## src/design/b2dd_pkg.sv

```systemverilog
package b2dd_pkg;

  // Default depth of the digit buffer
  localparam int unsigned MaxDigitsDef = 10;

  localparam int unsigned ValueW = 32;
  localparam int unsigned CharW  = 6;
  localparam int unsigned DigitW = 4;

  // ASCII code of '0'
  localparam logic [CharW-1:0] AsciiZero = 6'd48;

  // Reciprocal of ten: q = (x * RecipMagic) >> RecipShift, exact for any 32-bit x
  localparam logic [31:0] RecipMagic = 32'hCCCC_CCCD;
  localparam int unsigned RecipShift = 35;

  // Controller states, one-hot
  typedef enum logic [2:0] {
    StIdle = 3'b001,
    StConv = 3'b010,
    StEmit = 3'b100
  } state_e;

  // Controller to datapath
  typedef struct packed {
    logic load;  // capture a new value
    logic step;  // divide by ten, store one digit
    logic pop;   // advance to the next less significant digit
  } dp_cmd_t;

  // Datapath to controller
  typedef struct packed {
    logic quot_zero;  // the quotient of the current step is zero
    logic last;       // the digit on the output is the final one
  } dp_sts_t;

endpackage

```

## src/design/b2dd_ctrl.sv

```systemverilog
module b2dd_ctrl
  import b2dd_pkg::*;
(
  input  logic    clk_i,
  input  logic    rst_ni,
  input  logic    in_valid_i,
  input  logic    in_neg_i,
  input  logic    out_ready_i,
  input  dp_sts_t sts_i,
  output logic    in_ready_o,
  output logic    out_valid_o,
  output dp_cmd_t cmd_o
);

  state_e state_q, state_d;

  always_ff @(posedge clk_i or negedge rst_ni) begin
    if (!rst_ni) begin
      state_q <= StIdle;
    end else begin
      state_q <= state_d;
    end
  end

  always_comb begin
    state_d     = state_q;
    cmd_o       = '0;
    in_ready_o  = 1'b0;
    out_valid_o = 1'b0;
    unique case (state_q)
      StIdle: begin
        in_ready_o = 1'b1;
        if (in_valid_i) begin
          cmd_o.load = 1'b1;
          // negative input skips conversion: one error result
          state_d    = in_neg_i ? StEmit : StConv;
        end
      end
      StConv: begin
        cmd_o.step = 1'b1;
        if (sts_i.quot_zero) begin
          state_d = StEmit;
        end
      end
      StEmit: begin
        out_valid_o = 1'b1;
        if (out_ready_i) begin
          if (sts_i.last) begin
            state_d = StIdle;
          end else begin
            cmd_o.pop = 1'b1;
          end
        end
      end
      default: state_d = StIdle;
    endcase
  end

endmodule

```

## config.mk

```make
export PLATFORM = sky130hd
export DESIGN_NAME = b2dd_ctrl
export DESIGN_NICKNAME = d
export VERILOG_FILES = /design/src/design/b2dd_pkg.sv /design/src/design/b2dd_ctrl.sv
export SDC_FILE = /design/constraint.sdc
export NUM_CORES = 1
export LEC_CHECK = 0
export BUFFER_PORTS_ARGS = -buffer_cell sky130_fd_sc_hd__buf_2
export CAP_MARGIN = 20
export CORE_AREA = 3 3 40 42
export DETAILED_ROUTE_END_ITERATION = 12
export DIE_AREA = 0 0 43 45
export PLACE_DENSITY_LB_ADDON = 0.05
export REMOVE_ABC_BUFFERS = 1
export SYNTH_ARGS = -nofsm -noshare
export SYNTH_HDL_FRONTEND = slang
export SYNTH_SLANG_ARGS = --single-unit
```

## constraint.sdc

```tcl
create_clock -name clk_i -period 1.4 [get_ports clk_i]
set_input_delay 0.21 -clock clk_i [delete_from_list [all_inputs] [get_ports clk_i]]
set_output_delay 0.21 -clock clk_i [all_outputs]
set_load 0.01 [all_outputs]
```

==> results of run 1 <==
area by class of cell:
cell class,count,area (um^2)
fillers,152,952
multi-input cells,16,106
clock buffers,4,26.3
flip-flops and latches,3,76.3
inverters,1,3.75
well taps,15,18.8
repair buffers,16,101
metal layers:
| metal | vias up | part of all wire | wire [um] | track usage |
|---|---|---|---|---|
| met5 | - | 0 | 0 | 0 |
| met1 | 101 | 0.37 | 191 | 0.0484 |
| met3 | 0 | 0.073 | 38 | 0.0239 |
| met2 | 6 | 0.56 | 289 | 0.0868 |
| met4 | 0 | 0 | 0 | 0.0723 |
| li1 | 111 | - | - | - |
timing repair:
action | 4_1_cts | 5_1_grt
hold buffers | 1 | 0
gates resized for setup | 0 | 2
setup buffers | 2 | 1
hold endpoints to repair | 3 | 0
pin swaps | 1 | 1
endpoints found under the setup margin | 1 | 4
how the worst min path moves through the flow:
stage,startpoint,to,slack [ps],cells past startpoint
2_1_floorplan,rst_ni,state_q[1]$_DFFE_PN0P_,-90,0
3_3_place_gp,rst_ni,state_q[2]$_DFFE_PN0P_,8,1
3_5_place_dp,rst_ni,state_q[1]$_DFFE_PN0P_,8,1
4_1_cts,sts_i[0],state_q[0]$_DFFE_PN1P_,230,3
5_1_grt,sts_i[0],state_q[0]$_DFFE_PN1P_,260,3
6_report,sts_i[0],state_q[0]$_DFFE_PN1P_,240,3
placed cells by master (no fill, tap or decap), drive strengths merged:
cell type     n
nand3b        1
nor2          3
dfstp         1
nand2         2
nor3b         2
inv           1
o21ai         1
o22a          2
dlygate4sd3   1
dfrtp         2
nand3         1
buf          15
clkbuf        4
nand2b        1
a21oi         2
and3b         1
logic make-up (layout without fill, tap and decap cells):
| kind of cell | after synthesis | after routing | share of synthesized area |
|---|---|---|---|
| flops | 3 | 3 | 0.427 |
| simple gates | 11 | 11 | 0.371 |
| compound gates | 5 | 5 | 0.182 |
| buf+inv | 1 | 21 | 0.0210 |
where the power goes:
group | switching (mW) | internal [mW]
sequential | 0.0297 | 0.127
combinational | 0.109 | 0.136
clock | 0.0435 | 0.107
total | 0.182 | 0.369
tightest hold or removal path, delay by kind of cell:
family                 cells  cell delay [ps]
buffers and inverters      1              100
and+or+nand+nor            1               70
AOI/OAI and AO/OA          1               70
per-stage QoR:
stage	setup WS (ps)	instance area, um^2	utilization	hold slack (ps)
floorplan	219	179	-	-85.6
global placement	228	260	0.203	7.73
detailed placement	180	260	0.203	8.24
CTS	14.9	312	0.242	228
global route	-44.9	333	0.259	257
finish	25.5	333	0.259	237
==> impl_results.md, run 1 <==
- Vias in the first global route: 195
- Slowest stage cell, crit path: dfstp_2
- Leak: 0.176 nW
- CTS tree: yes
- Die X: 43 um
- # nets final: 48
- Global-route wire length before repair: 745 um
- Number of CTS-inserted buffers: 3
- GRT overflow: 0
- Vias per inst: 3.96
- RR Endpoint: state_q[0]$_DFFE_PN1P_
- Top reg by flops: state_q
- Most instantiated cells after synthesis: 3 x nor2_1, 2 x a21oi_1, 2 x dfrtp_1, 2 x nand2_1, 2 x o22a_1
- Synth Area per Inst: 8.95 um^2
- Initial antenna violation count: 0
- Type of the worst min-delay path: in2reg
- Pin count of the biggest net entering global routing: 7
- Mapped Area: 179 um^2
- Cells after synthesis: 20
- Via count: 218
- Port Buf Inserts: 11
- Post-synth EDFFs: 0
- Top-count cell post-synth: nor2_1
- Regs by FF count: state_q: 3 flops
- Area delta synth->final: 86.0%
- Clk buf depth: 2
- Max reg flops: 3
- Asr flop ratio synth: 1.00
- Setup TNS: 0 ps
- Number of library cell types mapped by synthesis: 14
- Final min period: 1370 ps
- Prevailing post-synth register cell: dfrtp_1
- First element of the critical path: state_q[0]$_DFFE_PN1P_
- Status: completed
- Layout Skew: 1.12 ps
- Diodes inserted: 0
- Final-report hold violation count: 0
- First-pass iteration count of the detailed router: 1
- Yosys top cell by area: dfrtp_1
- CP peak stage delay: 560 ps
- Die H: 45 um
- Placed Cells: 47
- Data required time of the critical path: 1190 ps
- Crit Path Max Fanout: 5
- Max-slew violations: 0
- Rows: 13
- Final setup viols: 0
- RR Startpoint: state_q[0]$_DFFE_PN1P_
- Top Family by Delay on Critical Path: flip-flops
- Crit share post-route: 0.982
- Fmax: 728 MHz
- Critical Path Source Type: flip-flop
- Root buffer cell: clkbuf_4
- Warnings, synthesis: 0
- CP Cell Sequence: nor3b_2, and3b_1, buf_2
- GPL Wtd Cong: 0.587
- H-tree Lvls: 1
- Worst setup EP type: output port
- Clk_lat worst skew: 230 ps
- CP Depth: 3
- Sequential cell area fraction in the yosys report: 0.427
- Max cap viols: 0
- Die ar.: 1940 um^2
- Clock transition at the registers of the reported paths: 40 ps
- GRT Total Usage: 0.0559
- Worst-Margin Slew: 195 ps
- Yosys top cell area share: 0.280
- Cell Count, Final, Fillers Out: 55
- Drt wl/cell: 9.44 um
- Sink Count: 3
- Total power: 0.551 mW
- Reg-to-reg slack, setup: 290 ps
- Pwr Density: 1660 nW/um^2
- Top cells by area, synth: dfrtp_1 28%, dfstp_2 15%, o22a_1 9.8%, nor3b_2 7.0%, nor2_1 6.3%
- Arr. time, crit path: 1160 ps
- Ports: 12
- Worst slew margin: 0.869
- Layout cells sized above 1: 0.525
- Seq cells post-synth: 3
- Critical Path End: cmd_o[0]
- Worst vdd ir: 531 uV
- Residual DRC: 0
- Detail Route Antenna Nets: 0
- Unrepaired setup endpoints after global routing: true
- Crit path buf inv count: 1
- Worst R2R Path Depth: 4
- Initial Util: 0.139
- Iter 0 DRT Violations: 0
- Crit path kind: reg2out
- Final wirelength: 519 um
- CORE AREA: 1280 um^2
Power figures use the tool's default switching activity.
==> inputs of run 2 (changes only) <==
--- a/config.mk
+++ b/config.mk
@@ -9,5 +9,5 @@
 export CAP_MARGIN = 20
-export CORE_AREA = 3 3 40 42
+export CORE_AREA = 8 8 45 47
 export DETAILED_ROUTE_END_ITERATION = 12
-export DIE_AREA = 0 0 43 45
+export DIE_AREA = 0 0 53 55
 export PLACE_DENSITY_LB_ADDON = 0.05
==> constraint.sdc (replaced) <==
create_clock -name clk_i -period 1.4 [get_ports clk_i]
set_input_delay 0.14 -clock clk_i [delete_from_list [all_inputs] [get_ports clk_i]]
set_output_delay 0.14 -clock clk_i [all_outputs]
set_load 0.01 [all_outputs]
==> impl_results.md, run 2 (synthesis results as in run 1) <==
- Status: completed (unchanged)
- Design area: 305 um^2 (was 333 um^2)
- CORE AREA: 1380 um^2 (was 1280 um^2)
- Port Buf Inserts: 11 (unchanged)
- Clk_lat worst skew: 230 ps (about the same)
- Iter 0 DRT Violations: 2 (was 0)
- Worst slew margin: 0.875 (was 0.869)
- Final Util: 0.221 (was 0.259)
- Residual DRC: 0 (unchanged)
- GPL Wtd Cong: 0.663 (was 0.587)
- GRT overflow: 0 (unchanged)
- Detail Route Antenna Nets: 0 (unchanged)
- Max reg flops: 3 (unchanged)
- Diodes inserted: 0 (unchanged)
- Data required time of the critical path: 1260 ps (was 1190 ps)
- Crit path kind: reg2out (unchanged)
- Post-CTS setup buffers: 0 (was 2)
- Unrepaired setup endpoints after global routing: true (unchanged)
- Vias per inst: 3.94 (was 3.96)
- GRT Total Usage: 0.0438 (was 0.0559)
- Rows: 14 (was 13)
- Max cap viols: 0 (unchanged)
- H-tree Lvls: 1 (unchanged)
- Regs by FF count: state_q: 3 flops (unchanged)
- Clock transition at the registers of the reported paths: 40 ps (about the same)
- Initial antenna violation count: 0 (unchanged)
- Commonest non-fill, non-tap cells in the layout: 11 x buf_2, 3 x nor2_1, 3 x clkbuf_4 (was 10 x buf_2, 4 x buf_4, 3 x nor2_1, 3 x clkbuf_4)
- Final min period: 1310 ps (was 1370 ps)
- Die ar.: 2920 um^2 (was 1940 um^2)
- Pin count of the biggest net entering global routing: 7 (unchanged)
- Met3 usage: 0.0267 (was 0.0239)
- Leak: 0.153 nW (was 0.176 nW)
- Worst setup EP type: output port (unchanged)
- CTS tree: yes (unchanged)
- Area delta synth->final: 70.6% (was 86.0%)
- Total power: 0.516 mW (was 0.551 mW)
- Root buffer cell: clkbuf_4 (unchanged)
- First-pass iteration count of the detailed router: 2 (was 1)
- Final wirelength: 542 um (was 519 um)
- Commonest non-fill, non-tap cell in the layout: buf_2 (unchanged)
- Vias in the first global route: 215 (was 195)
- Worst-Margin Slew: 188 ps (was 195 ps)
- Worst vdd ir: 573 uV (was 531 uV)
- Final WS setup: 89.6 ps (was 25.5 ps)
- Crit share post-route: 0.936 (was 0.982)
- Most Crowded Layer GR: met2 (unchanged)
- Via count: 209 (was 218)
- Placement Setup Slack: 280 ps (was 180 ps)
- Critical Path Source Type: flip-flop (unchanged)
- Layout cells sized above 1: 0.486 (was 0.525)
- Type of the worst min-delay path: in2reg (unchanged)
- Number of CTS-inserted buffers: 3 (unchanged)
- Clk buf depth: 2 (unchanged)
- Crit Path Max Fanout: 5 (unchanged)
- Sink Count: 3 (unchanged)
- Reg-to-reg slack, setup: 310 ps (was 290 ps)
- Die X: 53 um (was 43 um)
- Drt wl/cell: 10.2 um (was 9.44 um)
- Arr. time, crit path: 1170 ps (was 1160 ps)
- Placed cell areas: 262 um^2 (was 260 um^2)
- Ports: 12 (unchanged)
- Global Route met2 Usage: 0.0684 (was 0.0868)
- Initial Util: 0.129 (was 0.139)
- # nets final: 45 (was 48)
- Max-slew violations: 0 (unchanged)
- Final-report hold violation count: 0 (unchanged)
- Final setup viols: 0 (unchanged)
- M1 GR Usage: 0.0351 (was 0.0484)
- Layout Skew: 1.35 ps (was 1.12 ps)
- Pwr Density: 1690 nW/um^2 (was 1660 nW/um^2)
- Global-route wire length before repair: 848 um (was 745 um)
- Fmax: 763 MHz (was 728 MHz)
- Setup TNS: 0 ps (unchanged)
- Die H: 55 um (was 45 um)
- Top reg by flops: state_q (unchanged)
run 2: power breakdown:
group | leakage, nW | switching [mW] | internal (mW)
clock | 0.0150 | 0.0417 | 0.107
sequential | 0.0357 | 0.0374 | 0.128
combinational | 0.102 | 0.0990 | 0.103
run 2: final timing paths:
path / endpoint / depth (start not counted) / start
worst max register to register: state_q[2]$_DFFE_PN0P_ / 3 / state_q[0]$_DFFE_PN1P_
worst min register to register: state_q[1]$_DFFE_PN0P_ / 2 / state_q[2]$_DFFE_PN0P_
worst max-delay path: cmd_o[0] / 3 / state_q[1]$_DFFE_PN0P_
worst min-delay path: state_q[0]$_DFFE_PN1P_ / 3 / sts_i[0]
min in group asynchronous: state_q[2]$_DFFE_PN0P_ / 2 / rst_ni
max in group asynchronous: state_q[0]$_DFFE_PN1P_ / 2 / rst_ni
run 2: repair_timing:
item / CTS / global route
endpoints found under the hold margin: 3 / 0
gates resized for setup: 0 / 2
hold buffers: 1 / 0
setup endpoints to repair: 0 / 1
run 2: worst max-delay path, cell delays in order (launching register included):
cell and delay, ps:
dfrtp_2 430, nor3b_4 220, and3b_1 170, buf_2 120
run 2: layout make-up:
type	count	area, um^2
tap	16	20.0
fill	169	1080
clock buffer	4	26.3
multi-input combinational	16	105
sequential	3	77.6
inverter	1	3.75
timing repair buffer	13	72.6
run 2: metal layers:
| layer | part of all wire | vias up |
|---|---|---|
| li1 | - | 106 |
| met1 | 0.37 | 99 |
| met2 | 0.56 | 4 |
| met3 | 0.059 | 0 |
| met4 | 0 | 0 |
| met5 | 0 | - |
run 2: through the flow:
stage / cells / hold slack, ps
after global routing: 53 / 179
after detailed placement: 48 / -61.5
after CTS: 53 / 159
final: 53 / 161
after floorplan: 20 / -156
after global placement: 48 / -61.6
==> inputs of run 3 (changes only) <==
- CELL_PAD_IN_SITES_DETAIL_PLACEMENT: not set -> 1
- CELL_PAD_IN_SITES_GLOBAL_PLACEMENT: not set -> 2
==> impl_results.md, run 3 (synthesis results as in run 1) <==
- WL met3: 50 um (was 32 um)
- Critical Path Source Type: flip-flop (unchanged)
- Layout cells sized above 1: 0.500 (was 0.486)
- Commonest non-fill, non-tap cell in the layout: buf_2 (unchanged)
- CP peak stage delay: 430 ps (about the same)
- Die H: 55 um (unchanged)
- Placed Cells: 48 (unchanged)
- Leak: 0.158 nW (was 0.153 nW)
- Status: completed (unchanged)
- Max reg flops: 3 (unchanged)
- Final setup viols: 0 (unchanged)
- Vias per inst: 3.85 (was 3.94)
- Reg-to-reg slack, setup: 300 ps (was 310 ps)
- P_sw: 0.185 mW (was 0.178 mW)
- Initial antenna violation count: 0 (unchanged)
- Ports: 12 (unchanged)
- # nets final: 46 (was 45)
- CTS tree: yes (unchanged)
- Drt wl/cell: 11.4 um (was 10.2 um)
- Met1 WL: 252 um (was 202 um)
- Metal2 WL: 312 um (was 306 um)
- Worst slew margin: 0.867 (was 0.875)
- Rows: 14 (unchanged)
- Worst setup EP type: output port (unchanged)
- Type of the worst min-delay path: in2reg (unchanged)
- Cell Count, Final, Fillers Out: 54 (was 53)
- H-tree Lvls: 1 (unchanged)
- CORE AREA: 1380 um^2 (unchanged)
- Regs by FF count: state_q: 3 flops (unchanged)
- GPL Wtd Cong: 0.626 (was 0.663)
- Pin count of the biggest net entering global routing: 7 (unchanged)
- Crit share post-route: 0.959 (was 0.936)
- Clock transition at the registers of the reported paths: 40 ps (about the same)
- Die X: 53 um (unchanged)
- Residual DRC: 0 (unchanged)
- Worst-Margin Slew: 200 ps (was 188 ps)
- Total power: 0.531 mW (was 0.516 mW)
- Crit Path Max Fanout: 4 (was 5)
- Port Buf Inserts: 11 (unchanged)
- GRT overflow: 0 (unchanged)
- Final-report hold violation count: 0 (unchanged)
- Slowest stage cell, crit path: dfrtp_2 (unchanged)
- Clk_lat worst skew: 230 ps (about the same)
- Pwr Density: 1700 nW/um^2 (was 1690 nW/um^2)
- Number of CTS-inserted buffers: 3 (unchanged)
- Clk buf depth: 2 (unchanged)
- Top reg by flops: state_q (unchanged)
- Top Metal Used: met3 (unchanged)
- Global-route wire length before repair: 972 um (was 848 um)
- Comb pwr share: 0.409 (was 0.392)
- Sink Count: 3 (unchanged)
- Root buffer cell: clkbuf_4 (unchanged)
- Diodes inserted: 0 (unchanged)
- Setup TNS: 0 ps (unchanged)
- CP Cell Sequence: nor3b_4, and3b_1, buf_2 (unchanged)
- Final wirelength: 615 um (was 542 um)
- Max cap viols: 0 (unchanged)
- Vias in the first global route: 239 (was 215)
- Layout Skew: 1.84 ps (was 1.35 ps)
- Initial Util: 0.129 (unchanged)
- Max-slew violations: 0 (unchanged)
- Crit path buf inv count: 1 (unchanged)
- Crit path kind: reg2out (unchanged)
- Top Family by Delay on Critical Path: flip-flops (unchanged)
- Worst vdd ir: 566 uV (was 573 uV)
- Unrepaired setup endpoints after global routing: true (unchanged)
- Iter 0 DRT Violations: 2 (unchanged)
- P_int: 0.346 mW (was 0.338 mW)
- Seq pwr share: 0.310 (was 0.321)
- First-pass iteration count of the detailed router: 2 (unchanged)
- Via count: 208 (was 209)
- Detail Route Antenna Nets: 0 (unchanged)
- Final min period: 1340 ps (was 1310 ps)
- GRT Total Usage: 0.0487 (was 0.0438)
- Data required time of the critical path: 1260 ps (about the same)
- Switching share of power: 0.349 (was 0.345)
- Clock power share: 0.281 (was 0.287)
- Fmax: 745 MHz (was 763 MHz)
- Commonest non-fill, non-tap cells in the layout: 11 x buf_2, 3 x nor2_1, 3 x clkbuf_4 (unchanged)
- Arr. time, crit path: 1200 ps (was 1170 ps)
- Area delta synth->final: 74.8% (was 70.6%)
- Die ar.: 2920 um^2 (unchanged)
==> run 3: path summary, 6_finish.rpt <==
check                                  startpoint                endpoint  cells after the start
hold / removal                           sts_i[0]  state_q[0]$_DFFE_PN1P_                      3
hold reg to reg            state_q[2]$_DFFE_PN0P_  state_q[1]$_DFFE_PN0P_                      2
max in group asynchronous                  rst_ni  state_q[0]$_DFFE_PN1P_                      2
min in group asynchronous                  rst_ni  state_q[2]$_DFFE_PN0P_                      2
setup reg to reg           state_q[0]$_DFFE_PN1P_  state_q[1]$_DFFE_PN0P_                      3
setup / recovery           state_q[1]$_DFFE_PN0P_                cmd_o[0]                      3
==> run 3: repair_timing <==
| item | in CTS | in global routing |
|---|---|---|
| setup buffers | 0 | 1 |
| hold buffers | 1 | 0 |
| hold endpoints to repair | 3 | 0 |
| pin swaps | 1 | 1 |
| resized for setup | 0 | 2 |
| setup endpoints to repair | 1 | 1 |
| gates cloned | 0 | 0 |
==> run 3: power groups by stage <==
stage,Clock [mW],Combinational [mW],Sequential (mW)
global route,0.176,0.244,0.167
global placement,0,0.202,0.162
finish,0.149,0.217,0.165
floorplan,0,0.105,0.160
CTS,0.158,0.205,0.159
detailed placement,0,0.202,0.159
==> run 3: cell type report <==
class / count / area [um^2]
Clock buffer: 4 / 26.3
Fill cell: 171 / 1070
Inverter: 1 / 3.75
Multi-Input combinational cell: 16 / 105
Sequential cell: 3 / 77.6
Tap cell: 16 / 20.0
Timing Repair Buffer: 14 / 80.1
==> run 3: tightest hold or removal path, cell delays in order <==
cell and delay, ps:
buf_2 100, nand2_1 70, a21oi_1 70
==> run 3: through the flow <==
| stage | hold slack [ps] | worst slack [ps] | instance area (um^2) | util |
|---|---|---|---|---|
| after detailed placement | -61.6 | 249 | 262 | 0.189 |
| after global routing | 156 | -32.9 | 313 | 0.226 |
| after global placement | -66.8 | 266 | 262 | 0.189 |
| after CTS | 158 | 24.1 | 298 | 0.215 |
| after floorplan | -156 | 289 | 179 | - |
| final | 164 | 57.3 | 313 | 0.226 |
==> run 3: metal layers <==
layer | global-route usage | vias to the layer above
li1 | - | 107
met1 | 0.0427 | 95
met2 | 0.0723 | 6
met3 | 0.0241 | 0
met4 | 0.0647 | 0
met5 | 0 | -
